### src/sv/cop_pkg.sv
// Shared codes and fixed widths for the circle outline point generator.
// No dependencies; used by cop_front, cop_back and the top level.
package cop_pkg;

  localparam int COLOUR_BITS = 24;
  localparam int OCT_BITS    = 3;
  localparam int QUEUE_DEPTH = 2;

  localparam logic ACT_START = 1'b0;
  localparam logic ACT_STEP  = 1'b1;

  localparam logic [OCT_BITS-1:0] OCT_LAST = 3'd7;

endpackage

### src/sv/cop_fifo.sv
// Short register queue that separates the front and back of the generator.
// Holds packed step records; no package dependencies.
module cop_fifo #(
  parameter int WIDTH = 74,
  parameter int DEPTH = 2
) (
  input  logic             clk,
  input  logic             rst,
  input  logic             push_valid,
  output logic             push_ready,
  input  logic [WIDTH-1:0] push_data,
  output logic             pop_valid,
  input  logic             pop_ready,
  output logic [WIDTH-1:0] pop_data
);

  localparam int PW = (DEPTH > 1) ? $clog2(DEPTH) : 1;
  localparam int CW = $clog2(DEPTH + 1);

  logic [WIDTH-1:0] mem [DEPTH];
  logic [PW-1:0]    wr_ptr;
  logic [PW-1:0]    rd_ptr;
  logic [CW-1:0]    count;
  logic             do_push;
  logic             do_pop;

  assign push_ready = (count != CW'(DEPTH));
  assign pop_valid  = (count != '0);
  assign pop_data   = mem[rd_ptr];
  assign do_push    = push_valid && push_ready;
  assign do_pop     = pop_valid && pop_ready;

  always_ff @(posedge clk) begin
    if (do_push) begin
      mem[wr_ptr] <= push_data;
    end
  end

  always_ff @(posedge clk) begin
    if (rst) begin
      wr_ptr <= '0;
      rd_ptr <= '0;
      count  <= '0;
    end else begin
      if (do_push) begin
        wr_ptr <= (wr_ptr == PW'(DEPTH - 1)) ? '0 : wr_ptr + 1'b1;
      end
      if (do_pop) begin
        rd_ptr <= (rd_ptr == PW'(DEPTH - 1)) ? '0 : rd_ptr + 1'b1;
      end
      if (do_push && !do_pop) begin
        count <= count + 1'b1;
      end else if (do_pop && !do_push) begin
        count <= count - 1'b1;
      end
    end
  end

  a_count_bound: assert property (@(posedge clk) disable iff (rst)
    count <= CW'(DEPTH))
    else $error("queue occupancy exceeds its depth");

endmodule

### src/sv/cop_front.sv
// Front end: accepts start and step transactions and advances the midpoint
// state. Depends on cop_pkg; pushes one packed record per productive item.
module cop_front #(
  parameter int COORD_BITS = 12
) (
  input  logic                            clk,
  input  logic                            rst,
  input  logic                            in_valid,
  output logic                            in_ready,
  input  logic                            action,
  input  logic [COORD_BITS-1:0]           center_x,
  input  logic [COORD_BITS-1:0]           center_y,
  input  logic [COORD_BITS-2:0]           radius,
  input  logic [cop_pkg::COLOUR_BITS-1:0] colour,
  output logic                            job_valid,
  input  logic                            job_ready,
  output logic [4*COORD_BITS+cop_pkg::COLOUR_BITS+1:0] job_data
);

  localparam int C = COORD_BITS;
  localparam int D = COORD_BITS + 4;

  logic [C-1:0]                   offset_x;
  logic signed [C:0]              offset_y;
  logic signed [D-1:0]            decision;
  logic [C-1:0]                   centre_col;
  logic [C-1:0]                   centre_row;
  logic [cop_pkg::COLOUR_BITS-1:0] draw_colour;
  logic                           running;

  logic [C-1:0]        x_next;
  logic signed [C:0]   y_next;
  logic signed [D-1:0] d_next;
  logic signed [D-1:0] diff_ext;
  logic signed [D-1:0] x_ext;
  logic                fin;
  logic                is_start;
  logic                accept;

  assign in_ready = job_ready;
  assign accept   = in_valid && in_ready;
  assign is_start = (action == cop_pkg::ACT_START);

  always_comb begin
    x_next   = offset_x + 1'b1;
    x_ext    = signed'(D'(x_next));
    if (is_start) begin
      x_next   = '0;
      y_next   = signed'((C + 1)'(radius));
      d_next   = signed'(D'(3)) - signed'(D'({radius, 1'b0}));
      diff_ext = '0;
    end else if (decision > 0) begin
      y_next   = offset_y - signed'((C + 1)'(1));
      diff_ext = x_ext - D'(y_next);
      d_next   = decision + (diff_ext <<< 2) + signed'(D'(10));
    end else begin
      y_next   = offset_y;
      diff_ext = '0;
      d_next   = decision + (x_ext <<< 2) + signed'(D'(6));
    end
    fin = !is_start && (y_next < signed'({1'b0, x_next}));
  end

  // A step while no circle is running is taken and dropped.
  assign job_valid = in_valid && (is_start || running);
  assign job_data  = is_start
    ? {center_x, center_y, x_next, y_next, colour, 1'b0}
    : {centre_col, centre_row, x_next, y_next, draw_colour, fin};

  always_ff @(posedge clk) begin
    if (accept && (is_start || running)) begin
      offset_x <= x_next;
      offset_y <= y_next;
      decision <= d_next;
    end
    if (accept && is_start) begin
      centre_col  <= center_x;
      centre_row  <= center_y;
      draw_colour <= colour;
    end
  end

  always_ff @(posedge clk) begin
    if (rst) begin
      running <= 1'b0;
    end else if (accept) begin
      if (is_start) begin
        running <= 1'b1;
      end else if (running && fin) begin
        running <= 1'b0;
      end
    end
  end

  a_running_order: assert property (@(posedge clk) disable iff (rst)
    running && $past(running) |-> !(offset_y < signed'({1'b0, offset_x})))
    else $error("circle still running after y fell below x");

endmodule

### src/sv/cop_back.sv
// Back end: expands each step record into eight mirrored points, one per cycle
// when not stalled, through a registered output stage. Depends on cop_pkg.
module cop_back #(
  parameter int COORD_BITS = 12
) (
  input  logic                                         clk,
  input  logic                                         rst,
  input  logic                                         job_valid,
  output logic                                         job_ready,
  input  logic [4*COORD_BITS+cop_pkg::COLOUR_BITS+1:0] job_data,
  output logic                                         out_valid,
  input  logic                                         out_ready,
  output logic signed [COORD_BITS+1:0]                 pixel_x,
  output logic signed [COORD_BITS+1:0]                 pixel_y,
  output logic [cop_pkg::COLOUR_BITS-1:0]              point_colour,
  output logic [cop_pkg::OCT_BITS-1:0]                 octant,
  output logic                                         last
);

  localparam int C  = COORD_BITS;
  localparam int O  = COORD_BITS + 2;
  localparam int CB = cop_pkg::COLOUR_BITS;

  logic [C-1:0]            cx;
  logic [C-1:0]            cy;
  logic [C-1:0]            jx;
  logic signed [C:0]       jy;
  logic [CB-1:0]           jcol;
  logic                    jfin;
  logic                    busy;
  logic [cop_pkg::OCT_BITS-1:0] oct;

  logic                    load_ok;
  logic                    emit;
  logic signed [O-1:0]     x_ext;
  logic signed [O-1:0]     y_ext;
  logic signed [O-1:0]     col_off;
  logic signed [O-1:0]     row_off;
  logic signed [O-1:0]     col_val;
  logic signed [O-1:0]     row_val;

  assign load_ok   = !out_valid || out_ready;
  assign emit      = busy && load_ok;
  assign job_ready = !busy || (emit && (oct == cop_pkg::OCT_LAST));

  // Octant bit 2 swaps the offsets, bit 0 mirrors the column, bit 1 the row.
  always_comb begin
    x_ext   = signed'(O'(jx));
    y_ext   = O'(jy);
    col_off = oct[2] ? y_ext : x_ext;
    row_off = oct[2] ? x_ext : y_ext;
    col_val = oct[0] ? signed'(O'(cx)) - col_off : signed'(O'(cx)) + col_off;
    row_val = oct[1] ? signed'(O'(cy)) - row_off : signed'(O'(cy)) + row_off;
  end

  always_ff @(posedge clk) begin
    if (job_valid && job_ready) begin
      {cx, cy, jx, jy, jcol, jfin} <= job_data;
    end
    if (emit) begin
      pixel_x      <= col_val;
      pixel_y      <= row_val;
      point_colour <= jcol;
      octant       <= oct;
      last         <= jfin && (oct == cop_pkg::OCT_LAST);
    end
  end

  always_ff @(posedge clk) begin
    if (rst) begin
      busy      <= 1'b0;
      oct       <= '0;
      out_valid <= 1'b0;
    end else begin
      if (emit) begin
        out_valid <= 1'b1;
      end else if (out_ready) begin
        out_valid <= 1'b0;
      end
      if (job_valid && job_ready) begin
        busy <= 1'b1;
        oct  <= '0;
      end else if (emit) begin
        oct <= oct + 1'b1;
        if (oct == cop_pkg::OCT_LAST) begin
          busy <= 1'b0;
        end
      end
    end
  end

  a_last_on_final: assert property (@(posedge clk) disable iff (rst)
    out_valid && last |-> octant == cop_pkg::OCT_LAST)
    else $error("last flag on a point other than the final octant");

  a_busy_emits: assert property (@(posedge clk) disable iff (rst)
    busy && !out_valid |=> out_valid)
    else $error("busy back end failed to present a point");

  a_pop_boundary: assert property (@(posedge clk) disable iff (rst)
    busy && job_ready |-> oct == cop_pkg::OCT_LAST)
    else $error("new record taken in the middle of a point group");

endmodule

### src/sv/circle_outline_point_generator.sv
// Midpoint circle outline generator. A start transaction (action 0) loads the
// centre, radius and colour and yields the eight mirrored points of (0, r); each
// step transaction (action 1) advances the midpoint state and yields the next
// eight points, with last set on the final point of the closing step. A step
// while no circle is running is accepted and yields nothing. Every productive
// item yields eight points at one point per cycle when the output is not
// stalled, a pace set by the single-point output port. The front end updates
// the state as it accepts an item and hands a record through a two-entry queue,
// so it takes new items while the back end is still emitting earlier points;
// each record passes the queue, the back end's job register and the output
// register. Coordinates are signed and are not clipped.
// Depends on cop_pkg, cop_front, cop_fifo and cop_back.
module circle_outline_point_generator #(
  parameter int COORD_BITS = 12
) (
  input  logic                            clk,
  input  logic                            rst,
  input  logic                            in_valid,
  output logic                            in_ready,
  input  logic                            action,
  input  logic [COORD_BITS-1:0]           center_x,
  input  logic [COORD_BITS-1:0]           center_y,
  input  logic [COORD_BITS-2:0]           radius,
  input  logic [cop_pkg::COLOUR_BITS-1:0] colour,
  output logic                            out_valid,
  input  logic                            out_ready,
  output logic signed [COORD_BITS+1:0]    pixel_x,
  output logic signed [COORD_BITS+1:0]    pixel_y,
  output logic [cop_pkg::COLOUR_BITS-1:0] point_colour,
  output logic [cop_pkg::OCT_BITS-1:0]    octant,
  output logic                            last
);

  localparam int JW = 4 * COORD_BITS + cop_pkg::COLOUR_BITS + 2;

  logic          push_valid;
  logic          push_ready;
  logic [JW-1:0] push_data;
  logic          pop_valid;
  logic          pop_ready;
  logic [JW-1:0] pop_data;

  cop_front #(.COORD_BITS(COORD_BITS)) u_front (
    .clk       (clk),
    .rst       (rst),
    .in_valid  (in_valid),
    .in_ready  (in_ready),
    .action    (action),
    .center_x  (center_x),
    .center_y  (center_y),
    .radius    (radius),
    .colour    (colour),
    .job_valid (push_valid),
    .job_ready (push_ready),
    .job_data  (push_data)
  );

  cop_fifo #(.WIDTH(JW), .DEPTH(cop_pkg::QUEUE_DEPTH)) u_fifo (
    .clk        (clk),
    .rst        (rst),
    .push_valid (push_valid),
    .push_ready (push_ready),
    .push_data  (push_data),
    .pop_valid  (pop_valid),
    .pop_ready  (pop_ready),
    .pop_data   (pop_data)
  );

  cop_back #(.COORD_BITS(COORD_BITS)) u_back (
    .clk          (clk),
    .rst          (rst),
    .job_valid    (pop_valid),
    .job_ready    (pop_ready),
    .job_data     (pop_data),
    .out_valid    (out_valid),
    .out_ready    (out_ready),
    .pixel_x      (pixel_x),
    .pixel_y      (pixel_y),
    .point_colour (point_colour),
    .octant       (octant),
    .last         (last)
  );

endmodule

### config.mk
export PLATFORM = sky130hd
export DESIGN_NAME = circle_outline_point_generator
export DESIGN_NICKNAME = d
export VERILOG_FILES = /design/src/sv/cop_pkg.sv /design/src/sv/cop_fifo.sv /design/src/sv/cop_front.sv /design/src/sv/cop_back.sv /design/src/sv/circle_outline_point_generator.sv
export SDC_FILE = /design/constraint.sdc
export NUM_CORES = 1
export LEC_CHECK = 0
export ABC_AREA = 1
export BUFFER_PORTS_ARGS = -buffer_cell sky130_fd_sc_hd__buf_2
export CAP_MARGIN = 20
export CORE_ASPECT_RATIO = 1.1
export CORE_MARGIN = 5
export CORE_UTILIZATION = 40
export CTS_BUF_LIST = sky130_fd_sc_hd__clkbuf_2 sky130_fd_sc_hd__clkbuf_4 sky130_fd_sc_hd__clkbuf_8
export CTS_CLUSTER_SIZE = 14
export DETAILED_ROUTE_END_ITERATION = 10
export PLACE_DENSITY = 0.64
export SYNTH_ARGS = -nofsm -noshare
export SYNTH_HDL_FRONTEND = slang
export SYNTH_SLANG_ARGS = --single-unit
### constraint.sdc
create_clock -name clk -period 7.5 [get_ports clk]
set_input_delay 0.75 -clock clk [delete_from_list [all_inputs] [get_ports clk]]
set_output_delay 0.75 -clock clk [all_outputs]
set_load 0.01 [all_outputs]
==> summary.md <==
| Metric | Value |
|---|---|
| Final hold vios | `0` |
| Dpl hpwl | `27,350 µm` |
| Vias in the first global route | `approximately 12,000` |
| Mean Syn Cell Area | `around 10 µm²` |
| Post-synth EDFFs | `approximately 370` |
| Ranking of synthesized cells by area | `edfxtp_1 60%, nand2_1 12%, ha_1 7.3%, inv_1 3.2%, xor2_1 3.1%` |
| Worst Path Arrival | `approximately 5000 ps` |
| TNS Setup | `0 ps` |
| Initial antenna violation count | `1` |
| Antenna viol nets, final | `0` |
| # IOs | `about 120` |
| Routability cong. | `0.8805` |
| Die width | `~210 µm` |
| Vias per cell | `about 4.9` |
| Async SR Flop Fraction | `0%` |
| Hold Buf Count CTS | `0` |
| DR pass1 iterations | `5` |
| Gr ovfl total | `0` |
| RSZ-0062 raised after global routing | `no` |
| Worst reg2reg path depth | `26` |
| Area share of the largest cell type after synthesis | `between 60% and 70%` |
| Skew final | `about 24 ps` |
| Largest net degree at the start of global routing | `~80` |
| Fin nets | `slightly above 2,000` |
| Yosys cell types | `42` |
| Synthesis Warnings | `0` |
| End of the worst register-to-register path | `u_front.decision[15]$_DFFE_PP_` |
| Layout cell share with drive strength beyond 1 | `a little over an eighth` |
| GRT Util Overall | `about 16%` |
| Synthesized flop and latch total | `376` |
| Pwr/cell area | `387.5 mW/mm²` |
| Post-CTS setup buffers | `0` |
| Total CTS buffers | `59` |
| Area of the core | `about 0.045 mm²` |
| Filler cells | `between 4,000 and 5,000` |
| Crit Path Class | `reg2reg` |
| Synth area leader | `edfxtp_1` |
| Switching Fraction | `about 37%` |
| I/O Buffers | `121` |
| CP Max Fanout | `6` |
| Final period util | `approximately 62%` |
| Post-Syn Instances | `between 1,500 and 2,000` |
| Post-Syn Nets | `roughly 1,900` |
| Worst skew pair latency | `640 ps` |
| Area grow syn2layout | `13.90%` |
| Int Power | `around 5 mW` |
| Leak | `between 8 and 9 nW` |
| Worst setup SP type | `flop` |
| Cell row count | `82` |
| Fmax | `0.2164 GHz` |
| CP required | `~8000 ps` |
| Min-delay src | `center_x[9]` |
| R2r setup slk | `2880 ps` |
| Max Slew Vio Count | `0` |
| Register area share after synthesis | `between 60 and 70%` |
| Slew HR | `a little over a quarter` |
| Hold Path Class | `in2reg` |
| CTS sink count | `376` |
| Drt drc | `0` |
| Die ar. | `0.05014 mm²` |
| Peak supply drop | `between 0.2 and 0.25 mV` |
| R2R Path Start | `u_front.offset_x[0]$_DFFE_PP_` |
| Avg WL per Cell | `around 16 µm` |
| Drt total wl | `roughly 40,000 µm` |
| CTS max path bufs | `3` |
| Clock-pin transition on the worst setup and hold timing paths | `70 ps` |
| Clock power share | `between 20% and 30%` |
| Final setup fails | `0` |
| Synth Cell Area | `around 0.018 mm²` |
| Worst hold endpoint | `u_front.centre_col[9]$_DFFE_PP_` |
| CTS tree | `done` |
| Worst slew pin tran | `roughly 1100 ps` |
| Root Driver | `clkbuf_8` |
| Worst Hold Depth | `1` |
| Chip height | `roughly 230 µm` |
| Sequential power share | `40.2%` |
| DR iter-0 viols | `between 700 and 800` |
| First-pass GRT wire length | `~64,000 µm` |
| Placed Cells | `~2,400` |
| Gate power share | `roughly two fifths` |
| PostCTS Resize Cnt | `0` |
| Initial Utilization | `between 40% and 50%` |
| Number of max-cap violations | `0` |
| Status | `finished clean` |
| Vias | `~12,000` |
| Final worst path period need | `4622 ps` |
| H-tree Lvls | `2` |
| Crit path capture type | `flop` |
| Top FF cell, synth | `edfxtp_1` |
| Non-Filler Instances | `2,537` |
| Switching pwr | `2.996 mW` |
-- power by group through the flow --
stage                     registers, mW  logic (mW)  clock network (mW)
after floorplan                    3.33        2.19                   0
after global placement             3.28        3.02                   0
after detailed placement           3.29        3.09                   0
after CTS                          3.25        3.11                1.80
after global routing               3.29        3.55                1.90
final                              3.24        3.09                1.74
-- through the flow --
step	worst slack (ps)	utilization, %	power (mW)	instance area (µm²)	hold slack, ps
after floorplan	1558	-	5.518	18300	400.3
after global placement	3019	43.07	6.301	19580	401.9
after detailed placement	2944	43.20	6.386	19630	404.5
after CTS	2893	45.86	8.165	20840	236.7
after global routing	2269	45.86	8.729	20850	245.0
final	2878	45.86	8.078	20850	299.9
-- worst max-delay path by stage --
| stage | from | end | slack (ps) | cells past startpoint |
|---|---|---|---|---|
| 2_1_floorplan | out_ready | u_fifo.count[1]$_SDFFE_PP0P_ | 1560 | 10 |
| 3_3_place_gp | u_front.offset_x[0]$_DFFE_PP_ | u_front.decision[15]$_DFFE_PP_ | 3020 | 27 |
| 3_5_place_dp | u_front.offset_x[0]$_DFFE_PP_ | u_front.decision[15]$_DFFE_PP_ | 2940 | 26 |
| 4_1_cts | u_front.offset_x[0]$_DFFE_PP_ | u_front.decision[15]$_DFFE_PP_ | 2890 | 26 |
| 5_1_grt | u_front.offset_x[0]$_DFFE_PP_ | u_front.decision[15]$_DFFE_PP_ | 2270 | 31 |
| 6_report | u_front.offset_x[0]$_DFFE_PP_ | u_front.decision[15]$_DFFE_PP_ | 2880 | 26 |
-- metal layers --
layer | vias to the layer above | global-route usage [%] | share of wire [%]
met5 | - | 0 | 0
met4 | 0 | 6.120 | 3.5
met3 | 106 | 3.202 | 5.1
met2 | 307 | 27.28 | 48
met1 | 5750 | 19.58 | 44
li1 | 6232 | - | -
-- cell type report --
class | instances | area, µm² | area share, %
Timing Repair Buffer | 135 | 753.2 | 3.613
Inverter | 163 | 611.8 | 2.935
Clock inverter | 17 | 113.9 | 0.5462
Sequential cell | 376 | 11190 | 53.69
Antenna cell | 1 | 2.502 | 0.01200
Multi-Input combinational cell | 1166 | 6340 | 30.41
Tap cell | 588 | 735.7 | 3.529
Clock buffer | 91 | 1096 | 5.258
-- synthesized netlist by cell type, drive strengths merged (6+ instances only) --
cell    instances
xor2           64
nor3           12
inv           161
edfxtp        366
dfxtp          10
xnor2          16
clkbuf         40
nand4           8
nand3          44
nor2           81
ha            107
o21bai          6
o21ai         102
a21oi         101
buf             7
nand2         584
-- critical path, cell delays in order, from the launching register on --
cell and delay (ps):
edfxtp_1 480, ha_1 400, inv_1 80, fa_1 450, o21ai_0 320, nand3_1 140, o21ai_1 200, nand3_1 100
nand2_1 140, nand3_1 90, nand2_1 80, xor2_1 180, ha_1 260, ha_1 370, inv_1 70, o21bai_1 180
a21oi_1 90, o21bai_1 140, a21oi_1 70, nand2_1 70, nand2_1 50, nand2_1 90, nand3_1 90, nand3_1 80
nand2_1 50, nand2_1 50, nand2_1 60
-- layout by cell type (no fill, tap or decap), types with 5 or more instances in the layout --
cell and instances:
a21oi_1 100, a31oi_1 5, buf_2 120, buf_4 13, clkbuf_4 25, clkbuf_8 66
clkinv_1 8, dfxtp_1 9, edfxtp_1 366, fa_1 5, ha_1 107, inv_1 153
inv_2 8, nand2_1 584, nand3_1 44, nand4_1 8, nor2_1 78, nor3_1 9
o211ai_1 5, o21ai_0 78, o21ai_1 22, o21bai_1 6, xnor2_1 16, xor2_1 64
-- sequential cells by signal, summed over array words and instances, names as in the netlist, 12 cells and up --
| name | flops |
|---|---|
| u_back.jy | 13 |
| u_front.offset_y | 13 |
| u_front.offset_x | 12 |
| u_front.decision | 15 |
| u_back.cx | 12 |
| u_front.centre_row | 12 |
| u_back.cy | 12 |
| u_back.pixel_x | 14 |
| u_back.point_colour | 24 |
| u_back.jx | 12 |
| u_front.draw_colour | 24 |
| u_front.centre_col | 12 |
| u_fifo.mem | 148 |
| u_back.pixel_y | 14 |
| u_back.jcol | 24 |
-- kinds of logic (layout without fill, tap and decap cells) --
family	count (synthesis)	in the layout	synth area share, %
xor+xnor	80	80	3.829
other cells	0	1	0
simple gates	742	742	16.00
buf+inv	210	406	4.396
flops	376	376	61.15
compound gates	232	232	6.768
fa+ha+maj	112	112	7.862
Note: power is estimated with default switching activity, not from simulation.
